File: config.mk
export PLATFORM = sky130hd
export DESIGN_NAME = mpe_ipv4_udp_section_checker_core
export DESIGN_NICKNAME = d
export VERILOG_FILES = /design/src/hdl/mpe_chk_pkg.sv /design/src/hdl/mpe_chk_front.sv /design/src/hdl/mpe_chk_queue.sv /design/src/hdl/mpe_chk_back.sv /design/src/hdl/mpe_ipv4_udp_section_checker_core.sv
export SDC_FILE = /design/constraint.sdc
export NUM_CORES = 2
export LEC_CHECK = 0
export ABC_AREA = 1
export BUFFER_PORTS_ARGS = -buffer_cell sky130_fd_sc_hd__buf_4
export CORE_MARGIN = 4
export CORE_UTILIZATION = 65
export DETAILED_ROUTE_END_ITERATION = 8
export PLACE_DENSITY = 0.85
export SLEW_MARGIN = 20
export SYNTH_ARGS = -nofsm -noshare
export SYNTH_HDL_FRONTEND = slang
export SYNTH_SLANG_ARGS = --single-unit
File: constraint.sdc
create_clock -name clk -period 50.5 [get_ports clk]
set_clock_uncertainty 0.05 [all_clocks]
set_input_delay 0 -clock clk [delete_from_list [all_inputs] [get_ports clk]]
set_output_delay 0 -clock clk [all_outputs]
set_load 0.005 [all_outputs]
File: src/hdl/mpe_chk_pkg.sv
// shared types, constants and checksum helper for the mpe section checker
// no dependencies; imported by every module of the block
`default_nettype none

package mpe_chk_pkg;

  localparam int MAX_SECTION_BYTES_DEF = 4096;
  localparam int QUEUE_DEPTH_DEF       = 4;

  // byte counter sized for the top of the section length range
  localparam int CNT_W  = 13;
  localparam int PAY_W  = 13;
  localparam int SUM_W  = 16;
  localparam int DEND_W = 17;

  // bytes 32..37 whose inclusion depends on the udp length
  localparam int UDP_PREFIX = 6;
  localparam int PRE_IDX_W  = $clog2(UDP_PREFIX);

  localparam logic [7:0]       TABLE_ID   = 8'h3E;
  localparam logic [SUM_W-1:0] SUM_OK     = 16'hFFFF;
  localparam logic [7:0]       PROTO_UDP  = 8'd17;
  localparam logic [3:0]       IP_VERSION = 4'd4;

  localparam logic [CNT_W-1:0] IDX_TABLE   = 13'd0;
  localparam logic [CNT_W-1:0] IDX_MAC0    = 13'd3;
  localparam logic [CNT_W-1:0] IDX_MAC1    = 13'd4;
  localparam logic [CNT_W-1:0] IDX_MAC2    = 13'd8;
  localparam logic [CNT_W-1:0] IDX_MAC3    = 13'd9;
  localparam logic [CNT_W-1:0] IDX_MAC4    = 13'd10;
  localparam logic [CNT_W-1:0] IDX_MAC5    = 13'd11;
  localparam logic [CNT_W-1:0] IP_START    = 13'd12;
  localparam logic [CNT_W-1:0] IDX_PROTO   = 13'd21;
  localparam logic [CNT_W-1:0] IDX_SRC     = 13'd24;
  localparam logic [CNT_W-1:0] IDX_DST     = 13'd28;
  localparam logic [CNT_W-1:0] IDX_IP_LAST = 13'd31;
  localparam logic [CNT_W-1:0] UDP_START   = 13'd32;
  localparam logic [CNT_W-1:0] IDX_LEN_HI  = 13'd36;
  localparam logic [CNT_W-1:0] IDX_LEN_LO  = 13'd37;
  localparam logic [CNT_W-1:0] MIN_LEN     = 13'd38;
  localparam logic [CNT_W-1:0] DATA_END    = 13'd56;

  localparam logic [2:0] ST_OK        = 3'd0;
  localparam logic [2:0] ST_BAD_TABLE = 3'd1;
  localparam logic [2:0] ST_NOT_IPV4  = 3'd2;
  localparam logic [2:0] ST_IP_CSUM   = 3'd3;
  localparam logic [2:0] ST_NOT_UDP   = 3'd4;
  localparam logic [2:0] ST_UDP_CSUM  = 3'd5;
  localparam logic [2:0] ST_SHORT     = 3'd6;

  // one classified byte on its way from front to back
  typedef struct packed {
    logic [7:0]       data;
    logic [CNT_W-1:0] idx;
    logic [CNT_W-1:0] sec_len;
    logic             take;
    logic             last;
  } op_t;

  // end-around carry add
  function automatic logic [SUM_W-1:0] csum_add(input logic [SUM_W-1:0] a,
                                                 input logic [SUM_W-1:0] w);
    logic [SUM_W:0] s;
    s = {1'b0, a} + {1'b0, w};
    return s[SUM_W-1:0] + {{(SUM_W-1){1'b0}}, s[SUM_W]};
  endfunction

endpackage

`default_nettype wire

File: src/hdl/mpe_chk_front.sv
// front end: accepts section bytes and tags each with its position
// depends on mpe_chk_pkg
`default_nettype none

module mpe_chk_front #(
  parameter int MAX_SECTION_BYTES = mpe_chk_pkg::MAX_SECTION_BYTES_DEF
) (
  input  wire logic              clk,
  input  wire logic              rst,
  input  wire logic              in_valid,
  output logic                   in_stall,
  input  wire logic [7:0]        section_byte,
  input  wire logic              last_byte,
  input  wire logic              q_full,
  output logic                   push,
  output mpe_chk_pkg::op_t       push_op
);
  import mpe_chk_pkg::*;

  localparam logic [CNT_W-1:0] MAX_CNT = CNT_W'(MAX_SECTION_BYTES);

  logic [CNT_W-1:0] count;
  logic [CNT_W-1:0] count_next;
  logic             take;

  assign in_stall = q_full;
  assign push     = in_valid && !q_full;
  assign take     = (count < MAX_CNT);

  always_comb begin
    push_op.data    = section_byte;
    push_op.idx     = count;
    push_op.sec_len = take ? count + 1'b1 : count;
    push_op.take    = take;
    push_op.last    = last_byte;
  end

  always_comb begin
    count_next = count;
    if (push) begin
      if (last_byte) begin
        count_next = '0;
      end else if (take) begin
        count_next = count + 1'b1;
      end
    end
  end

  always_ff @(posedge clk) begin
    if (rst) begin
      count <= '0;
    end else begin
      count <= count_next;
    end
  end

endmodule

`default_nettype wire

File: src/hdl/mpe_chk_queue.sv
// short register queue between front and back
// depends on mpe_chk_pkg for the entry type
`default_nettype none

module mpe_chk_queue #(
  parameter int DEPTH = mpe_chk_pkg::QUEUE_DEPTH_DEF
) (
  input  wire logic              clk,
  input  wire logic              rst,
  input  wire logic              push,
  input  mpe_chk_pkg::op_t       push_op,
  output logic                   full,
  input  wire logic              pop,
  output logic                   not_empty,
  output mpe_chk_pkg::op_t       head
);
  import mpe_chk_pkg::*;

  localparam int PTR_W = (DEPTH > 1) ? $clog2(DEPTH) : 1;
  localparam int NUM_W = $clog2(DEPTH + 1);
  localparam logic [PTR_W-1:0] PTR_LAST = PTR_W'(DEPTH - 1);
  localparam logic [NUM_W-1:0] NUM_FULL = NUM_W'(DEPTH);

  op_t              mem [DEPTH];
  logic [PTR_W-1:0] wr_ptr;
  logic [PTR_W-1:0] rd_ptr;
  logic [NUM_W-1:0] num;
  logic             do_pop;

  assign full      = (num == NUM_FULL);
  assign not_empty = (num != '0);
  assign head      = mem[rd_ptr];
  assign do_pop    = pop && not_empty;

  always_ff @(posedge clk) begin
    if (push) begin
      mem[wr_ptr] <= push_op;
    end
  end

  always_ff @(posedge clk) begin
    if (rst) begin
      wr_ptr <= '0;
      rd_ptr <= '0;
      num    <= '0;
    end else begin
      if (push) begin
        wr_ptr <= (wr_ptr == PTR_LAST) ? '0 : wr_ptr + 1'b1;
      end
      if (do_pop) begin
        rd_ptr <= (rd_ptr == PTR_LAST) ? '0 : rd_ptr + 1'b1;
      end
      if (push && !do_pop) begin
        num <= num + 1'b1;
      end else if (!push && do_pop) begin
        num <= num - 1'b1;
      end
    end
  end

endmodule

`default_nettype wire

File: src/hdl/mpe_chk_back.sv
// back end: per-byte checks and checksums, then a short finishing pipeline
// depends on mpe_chk_pkg
`default_nettype none

module mpe_chk_back (
  input  wire logic              clk,
  input  wire logic              rst,
  input  wire logic              q_valid,
  input  mpe_chk_pkg::op_t       q_op,
  output logic                   pop,
  output logic                   out_valid,
  input  wire logic              out_stall,
  output logic [2:0]             status,
  output logic [47:0]            dest_mac,
  output logic [31:0]            source_ip,
  output logic [31:0]            dest_ip,
  output logic [15:0]            udp_length,
  output logic [12:0]            payload_length
);
  import mpe_chk_pkg::*;

  typedef logic [UDP_PREFIX-1:0][SUM_W-1:0] pre_t;

  typedef struct packed {
    logic [2:0]        early;
    logic [CNT_W-1:0]  count;
    logic [SUM_W-1:0]  udp;
    logic [15:0]       len;
    logic [DEND_W-1:0] data_end;
    logic [7:0]        proto;
    pre_t              pre;
    logic [47:0]       mac;
    logic [31:0]       src;
    logic [31:0]       dst;
  } snap_t;

  typedef struct packed {
    logic [2:0]       st_fixed;
    logic             use_udp;
    logic [SUM_W-1:0] sum_a;
    logic [SUM_W-1:0] sum_b;
    logic [47:0]      mac;
    logic [31:0]      src;
    logic [31:0]      dst;
    logic [15:0]      len;
    logic [PAY_W-1:0] pay;
  } fin_t;

  // running section state
  logic [2:0]        early,    early_next;
  logic [SUM_W-1:0]  ip_sum,   ip_sum_next;
  logic [SUM_W-1:0]  udp_sum,  udp_sum_next;
  logic [SUM_W-1:0]  run,      run_next;
  pre_t              pre,      pre_next;
  logic [7:0]        hold,     hold_next;
  logic [47:0]       mac,      mac_next;
  logic [7:0]        proto,    proto_next;
  logic [31:0]       src,      src_next;
  logic [31:0]       dst,      dst_next;
  logic [15:0]       len,      len_next;
  logic [DEND_W-1:0] data_end, data_end_next;

  logic              adv;
  logic              s_valid;
  snap_t             snap;
  logic              f_valid;
  fin_t              fin;

  logic [7:0]           b;
  logic [CNT_W-1:0]     idx;
  logic [SUM_W-1:0]     word;
  logic [PRE_IDX_W-1:0] pidx;

  assign adv  = !out_valid || !out_stall;
  assign pop  = q_valid && adv;
  assign b    = q_op.data;
  assign idx  = q_op.idx;
  assign word = idx[0] ? {8'h00, b} : {b, 8'h00};
  assign pidx = PRE_IDX_W'(idx - UDP_START);

  always_comb begin
    early_next    = early;
    ip_sum_next   = ip_sum;
    udp_sum_next  = udp_sum;
    run_next      = run;
    pre_next      = pre;
    hold_next     = hold;
    mac_next      = mac;
    proto_next    = proto;
    src_next      = src;
    dst_next      = dst;
    len_next      = len;
    data_end_next = data_end;
    if (q_op.take) begin
      if (idx == IDX_TABLE && b != TABLE_ID && early == ST_OK) begin
        early_next = ST_BAD_TABLE;
      end
      if (idx == IDX_MAC0) mac_next[7:0]   = b;
      if (idx == IDX_MAC1) mac_next[15:8]  = b;
      if (idx == IDX_MAC2) mac_next[23:16] = b;
      if (idx == IDX_MAC3) mac_next[31:24] = b;
      if (idx == IDX_MAC4) mac_next[39:32] = b;
      if (idx == IDX_MAC5) mac_next[47:40] = b;
      if (idx >= IP_START && idx < UDP_START) begin
        ip_sum_next = csum_add(ip_sum, word);
        if (idx == IP_START && b[7:4] != IP_VERSION && early == ST_OK) begin
          early_next = ST_NOT_IPV4;
        end
        if (idx == IDX_PROTO) proto_next = b;
        if (idx >= IDX_SRC && idx < IDX_DST) src_next = {src[23:0], b};
        if (idx >= IDX_DST) dst_next = {dst[23:0], b};
        if (idx >= IDX_SRC) udp_sum_next = csum_add(udp_sum, word);
        if (idx == IDX_IP_LAST && early == ST_OK) begin
          if (ip_sum_next != SUM_OK) begin
            early_next = ST_IP_CSUM;
          end else if (proto != PROTO_UDP) begin
            early_next = ST_NOT_UDP;
          end
        end
      end
      // udp header bytes: keep every prefix sum until the length is known
      if (idx >= UDP_START && idx <= IDX_LEN_LO) begin
        run_next       = csum_add((idx == UDP_START) ? '0 : run, word);
        pre_next[pidx] = run_next;
      end
      if (idx == IDX_LEN_HI) hold_next = b;
      if (idx == IDX_LEN_LO) begin
        len_next      = {hold, b};
        data_end_next = DEND_W'(len_next) + DEND_W'(UDP_START);
      end
      if (idx > IDX_LEN_LO && DEND_W'(idx) < data_end) begin
        udp_sum_next = csum_add(udp_sum, word);
      end
    end
  end

  always_ff @(posedge clk) begin
    if (rst) begin
      early    <= ST_OK;
      ip_sum   <= '0;
      udp_sum  <= '0;
      run      <= '0;
      pre      <= '0;
      hold     <= '0;
      mac      <= '0;
      proto    <= '0;
      src      <= '0;
      dst      <= '0;
      len      <= '0;
      data_end <= '0;
    end else if (pop) begin
      if (q_op.last) begin
        early    <= ST_OK;
        ip_sum   <= '0;
        udp_sum  <= '0;
        run      <= '0;
        pre      <= '0;
        hold     <= '0;
        mac      <= '0;
        proto    <= '0;
        src      <= '0;
        dst      <= '0;
        len      <= '0;
        data_end <= '0;
      end else begin
        early    <= early_next;
        ip_sum   <= ip_sum_next;
        udp_sum  <= udp_sum_next;
        run      <= run_next;
        pre      <= pre_next;
        hold     <= hold_next;
        mac      <= mac_next;
        proto    <= proto_next;
        src      <= src_next;
        dst      <= dst_next;
        len      <= len_next;
        data_end <= data_end_next;
      end
    end
  end

  // snapshot of the finished section
  always_ff @(posedge clk) begin
    if (adv) begin
      snap.early    <= early_next;
      snap.count    <= q_op.sec_len;
      snap.udp      <= udp_sum_next;
      snap.len      <= len_next;
      snap.data_end <= data_end_next;
      snap.proto    <= proto_next;
      snap.pre      <= pre_next;
      snap.mac      <= mac_next;
      snap.src      <= src_next;
      snap.dst      <= dst_next;
    end
  end

  // finishing stage: prefix pick, partial sums, length checks
  logic [PRE_IDX_W-1:0] k;
  logic [SUM_W-1:0]     pre_sel;
  logic                 short_sec;

  assign k = snap.len[PRE_IDX_W-1:0];

  always_comb begin
    if (snap.len >= 16'(UDP_PREFIX)) begin
      pre_sel = snap.pre[UDP_PREFIX-1];
    end else if (k == '0) begin
      pre_sel = '0;
    end else begin
      pre_sel = snap.pre[k - 1'b1];
    end
    short_sec = (snap.count < MIN_LEN) || (snap.data_end > DEND_W'(snap.count));
  end

  always_ff @(posedge clk) begin
    if (adv) begin
      fin.sum_a    <= csum_add(snap.udp, pre_sel);
      fin.sum_b    <= csum_add(snap.len, {8'h00, snap.proto});
      fin.st_fixed <= (snap.early != ST_OK) ? snap.early : ST_SHORT;
      fin.use_udp  <= (snap.early == ST_OK) && !short_sec;
      fin.mac      <= snap.mac;
      fin.src      <= snap.src;
      fin.dst      <= snap.dst;
      fin.len      <= snap.len;
      fin.pay      <= (snap.count > DATA_END) ? PAY_W'(snap.count - DATA_END) : '0;
    end
  end

  always_ff @(posedge clk) begin
    if (adv) begin
      if (fin.use_udp) begin
        status <= (csum_add(fin.sum_a, fin.sum_b) == SUM_OK) ? ST_OK : ST_UDP_CSUM;
      end else begin
        status <= fin.st_fixed;
      end
      dest_mac       <= fin.mac;
      source_ip      <= fin.src;
      dest_ip        <= fin.dst;
      udp_length     <= fin.len;
      payload_length <= fin.pay;
    end
  end

  always_ff @(posedge clk) begin
    if (rst) begin
      s_valid   <= 1'b0;
      f_valid   <= 1'b0;
      out_valid <= 1'b0;
    end else if (adv) begin
      s_valid   <= pop && q_op.last;
      f_valid   <= s_valid;
      out_valid <= f_valid;
    end
  end

endmodule

`default_nettype wire

File: src/hdl/mpe_ipv4_udp_section_checker_core.sv
// a last byte goes through a queue entry, then the s_valid, f_valid and out_valid registers
// throughput: one section byte per cycle while in_stall is low; one result per section, at its last byte
// the rate is set by the back end, which folds one byte per cycle into each checksum
// output stall freezes the back end; the 4-entry queue then absorbs input until full
// synchronous reset clears byte counter, queue, section sums and all valid flags
`default_nettype none

module mpe_ipv4_udp_section_checker_core #(
  parameter int MAX_SECTION_BYTES = mpe_chk_pkg::MAX_SECTION_BYTES_DEF,
  parameter int QUEUE_DEPTH       = mpe_chk_pkg::QUEUE_DEPTH_DEF
) (
  input  wire logic         clk,
  input  wire logic         rst,
  // byte channel
  input  wire logic         in_valid,
  output logic              in_stall,
  input  wire logic [7:0]   section_byte,
  input  wire logic         last_byte,
  // result channel
  output logic              out_valid,
  input  wire logic         out_stall,
  output logic [2:0]        status,
  output logic [47:0]       dest_mac,
  output logic [31:0]       source_ip,
  output logic [31:0]       dest_ip,
  output logic [15:0]       udp_length,
  output logic [12:0]       payload_length
);
  import mpe_chk_pkg::*;

  // front to queue
  logic push;
  op_t  push_op;
  logic q_full;

  // queue to back
  logic q_valid;
  op_t  q_op;
  logic pop;

  // front: counts bytes in the section, tags position, saturation and length
  mpe_chk_front #(
    .MAX_SECTION_BYTES (MAX_SECTION_BYTES)
  ) u_front (
    .clk          (clk),
    .rst          (rst),
    .in_valid     (in_valid),
    .in_stall     (in_stall),
    .section_byte (section_byte),
    .last_byte    (last_byte),
    .q_full       (q_full),
    .push         (push),
    .push_op      (push_op)
  );

  // queue: lets the front keep taking transactions while the result side stalls, until it fills
  mpe_chk_queue #(
    .DEPTH (QUEUE_DEPTH)
  ) u_queue (
    .clk       (clk),
    .rst       (rst),
    .push      (push),
    .push_op   (push_op),
    .full      (q_full),
    .pop       (pop),
    .not_empty (q_valid),
    .head      (q_op)
  );

  // back: table, version, ip checksum, protocol checks, udp sum, then
  // a finishing pipeline that adds pseudo-header terms and picks the status
  mpe_chk_back u_back (
    .clk            (clk),
    .rst            (rst),
    .q_valid        (q_valid),
    .q_op           (q_op),
    .pop            (pop),
    .out_valid      (out_valid),
    .out_stall      (out_stall),
    .status         (status),
    .dest_mac       (dest_mac),
    .source_ip      (source_ip),
    .dest_ip        (dest_ip),
    .udp_length     (udp_length),
    .payload_length (payload_length)
  );

endmodule

`default_nettype wire

==> PnR_summary.wiki <==
{| class="wikitable"
! Metric !! Value
|-
| Unrepaired setup endpoints after global routing || no
|-
| Cell count after placement || 6014
|-
| Warnings, synthesis || 0
|-
| Final HPWL from detailed placement || 77.04 mm
|-
| Root Buffer || clkbuf_16
|-
| Final core area utilization || 73.56%
|-
| Row cnt || 99
|-
| DR iter-0 viols || 4303
|-
| Period utilization || 14.80%
|-
| Final layout net count || 5305
|-
| Fillers || 4787
|-
| Count of flip-flops with a built-in enable after synthesis || 746
|-
| Placer Congestion || slightly above 0.9
|-
| Slowest cell on crit path || nor2_1
|-
| Synthesis-to-layout area growth || 11.32%
|-
| Minimum clock period || 7475 ps
|-
| I/O pin count || ~160
|-
| Max incr delay on CP || a little over 700 ps
|-
| Arrival time worst endpoint || slightly below 8000 ps
|-
| Worst VDD drop || 0.04192 mV
|-
| Width of the die || ~280 µm
|-
| Cell taking the most area after synthesis || edfxtp_1
|-
| Number of sinks on the clock net || 1079
|-
| Worst Hold Margin || between 20 and 30 ps
|-
| Setup TNS Final || 0 ps
|-
| Synthesized instance count || 5050
|-
| Slew at the pin closest to its max-slew limit || 1081 ps
|-
| CP startpoint kind || flop
|-
| Critical path fanouts, max || 50
|-
| CTS hold repair buffers || 13
|-
| Setup WS post-layout || ~43000 ps
|-
| Fraction of the yosys area taken by sequential cells || ~60%
|-
| Number of buffer cells added on primary ports || between 150 and 200
|-
| Static Leakage || 0.02229 µW
|-
| Mean routed wirelength per cell || 19.28 µm
|-
| TritonCTS clock tree || done
|-
| Antenna violations before repair || 1
|-
| Vertical extent of the die || 281.3 µm
|-
| Vias in the first global route || 35280
|-
| Setup Fix Bufs, Post-CTS || 0
|-
| Register clock-pin slew on the reported worst setup and hold paths || 70 ps
|-
| Endpoint required time on the critical path || 50860 ps
|-
| Sum of routed wire length over all layers || around 120 mm
|-
| Floorplan core area || 0.07345 mm²
|-
| Initial Utilization || 66.08%
|-
| H-tree levels || 3
|-
| Antenna viol nets, final || 0
|-
| Achievable Freq || 133.8 MHz
|-
| Layout cell share with drive strength beyond 1 || 11.62%
|-
| Number of non-filler instances in the completed layout || 6218
|-
| Total global routing track utilization || 29.90%
|-
| Multi-input gate area || about 0.017 mm²
|-
| Number of resized instances in the post-cts repair step || 0
|-
| Via/cell ratio || just under 6
|-
| Ys flop type || edfxtp_1
|-
| Number of max-cap violations || 0
|-
| DRC violation count after routing || 0
|-
| Global-route wire length before repair || 187.4 mm
|-
| Async set-or-reset flop fraction in the synthesized netlist || 0%
|-
| Share of the synthesized area in the top cell type || 46.15%
|-
| Detailed-router iteration count before antenna repair || 6
|-
| Die Area || a little under 0.08 mm²
|-
| Synthesized area || 0.04854 mm²
|-
| Deepest clock path buffer count || 3
|-
| Remaining global-route overflow || 0
|-
| Worst hold path class || input port to flop
|-
| TritonCTS buffer count || 102
|-
| Average instance area after synthesis || 9.611 µm²
|-
| Storage element area || 0.02907 mm²
|-
| Critical Path Sink Type || flop
|-
| Vias after detailed routing || about 37000
|-
| Skew-Pair Late Insertion Delay || around 700 ps
|-
| Number of setup violations in the final report || 0
|-
| Run status || finished clean
|-
| Number of endpoints with negative hold slack in the final report || 0
|-
| Number of synthesized register bits || 1079
|-
| Syn nets || roughly 5200
|-
| Pin count of the biggest net entering global routing || 186
|-
| Antenna cells || 0
|-
| Top cells by area in the synthesized netlist || edfxtp_1 (46%), dfxtp_1 (14%), nand2_1 (11%)
|-
| Max_slew headroom || 27.96%
|-
| Number of slew-limit violations in the final report || 0
|-
| Category of the most critical setup path || flop to flop
|-
| Setup slack at placement || between 40000 and 50000 ps
|-
| Total power density per cell area || 51.21 mW/mm²
|-
| Number of different library cells in the post-synthesis netlist || 74
|}
-- registers in the layout, indices dropped and copies added (netlist names), 13 cells and up, named ones only --
| register | count |
|---|---|
| u_queue.mem | 144 |
| u_back.dest_ip | 32 |
| u_back.payload_length | 13 |
| u_back.fin | 177 |
| u_back.dst | 32 |
| u_back.pre | 96 |
| u_back.udp_sum | 16 |
| u_front.count | 13 |
| u_back.mac | 48 |
| u_back.len | 16 |
| u_back.snap | 278 |
| u_back.run | 16 |
| u_back.data_end | 17 |
| u_back.source_ip | 32 |
| u_back.ip_sum | 16 |
| u_back.src | 32 |
| u_back.udp_length | 16 |
| u_back.dest_mac | 48 |
-- final timing paths --
| kind | slack [ps] | cells after the start | from | end |
|---|---|---|---|---|
| setup / recovery | 43030 | 31 | u_back.k[0] | u_back.fin[172] |
| setup reg to reg | 43030 | 31 | u_back.k[0] | u_back.fin[172] |
| hold / removal | 30 | 2 | section_byte[6] | u_queue.mem[2][34] |
| hold reg to reg | 360 | 0 | u_back.fin[8] | u_back.payload_length[8] |
-- placed cells by master, fill, tap and decap left out, drive strengths merged, types with 3 or more instances in the layout --
cell type,count
nand2,1448
edfxtp,746
inv,440
a21oi,430
dfxtp,333
nor2,327
o21ai,307
nand3,289
buf,198
clkbuf,137
ha,116
xor2,63
or2,60
clkinv,47
nand4,43
nor3,38
o22ai,31
xnor2,30
mux2,24
a22o,17
o21bai,17
and2,13
dlygate4sd3,13
nand3b,10
nor4,8
bufinv,8
nor3b,8
a211oi,7
a21o,6
a31oi,6
a21boi,6
a22oi,4
fa,4
o21a,3
o31ai,3
-- area by class of cell --
| cell class | instances | area share (%) |
|---|---|---|
| clock inverters | 54 | 1.227 |
| well taps | 959 | 2.221 |
| flip-flops and latches | 1079 | 53.80 |
| repair buffers | 211 | 3.029 |
| clock buffers | 137 | 5.136 |
| multi-input cells | 3335 | 31.51 |
| inverters | 443 | 3.078 |
-- layer usage --
| layer | GRT usage [%] | routed length, µm | up-vias |
|---|---|---|---|
| met2 | 50.24 | 58030 | 1750 |
| met5 | 0 | 0 | - |
| li1 | - | - | 17260 |
| met1 | 40.19 | 47420 | 17500 |
| met3 | 4.228 | 10180 | 302 |
| met4 | 10.85 | 4271 | 0 |
-- power breakdown --
group	switching, µW	total [µW]	internal [µW]	leakage, µW
logic	654	875	222	0.00936
registers	47.6	1120	1070	0.0113
clock network	338	772	433	0.00167
total	1040	2770	1730	0.0223
-- kinds of logic (layout without fill, tap and decap cells) --
kind of cell | after synthesis | after routing | synth area share, %
and+or+nand+nor | 2248 | 2248 | 19.96
DFF | 1079 | 1079 | 59.89
AOI/OAI and AO/OA | 850 | 850 | 9.487
buffers and inverters | 636 | 845 | 5.161
adders and majority gates | 120 | 120 | 3.155
xor gates and xnor gates | 93 | 93 | 1.794
muxes | 24 | 24 | 0.5568
-- cells in the mapped netlist, drive strengths merged (30+ instances only) --
master,instances
nand4,43
ha,116
nor3,38
nand2,1448
inv,439
xor2,63
a21oi,430
xnor2,30
o22ai,31
nor2,327
buf,52
nand3,289
clkbuf,141
dfxtp,333
edfxtp,746
o21ai,307
or2,60
-- stage by stage --
stage	area (µm²)	total power, µW
after global routing	54030	2900
after CTS	54030	2760
final	54030	2767
after global placement	50460	1973
after detailed placement	50460	1992
after floorplan	48540	1716
-- critical path, delay by kind of cell (launching register included) --
family | cells | cell delay, ps
buffers and inverters | 5 | 1180
AND/OR/NAND/NOR | 12 | 2780
adder cells (fa/ha/maj) | 4 | 1300
flip-flops | 1 | 330
AO/OA/AOI/OAI | 9 | 1410
XOR/XNOR | 1 | 170
No activity file was read; power rests on OpenSTA's default activity.
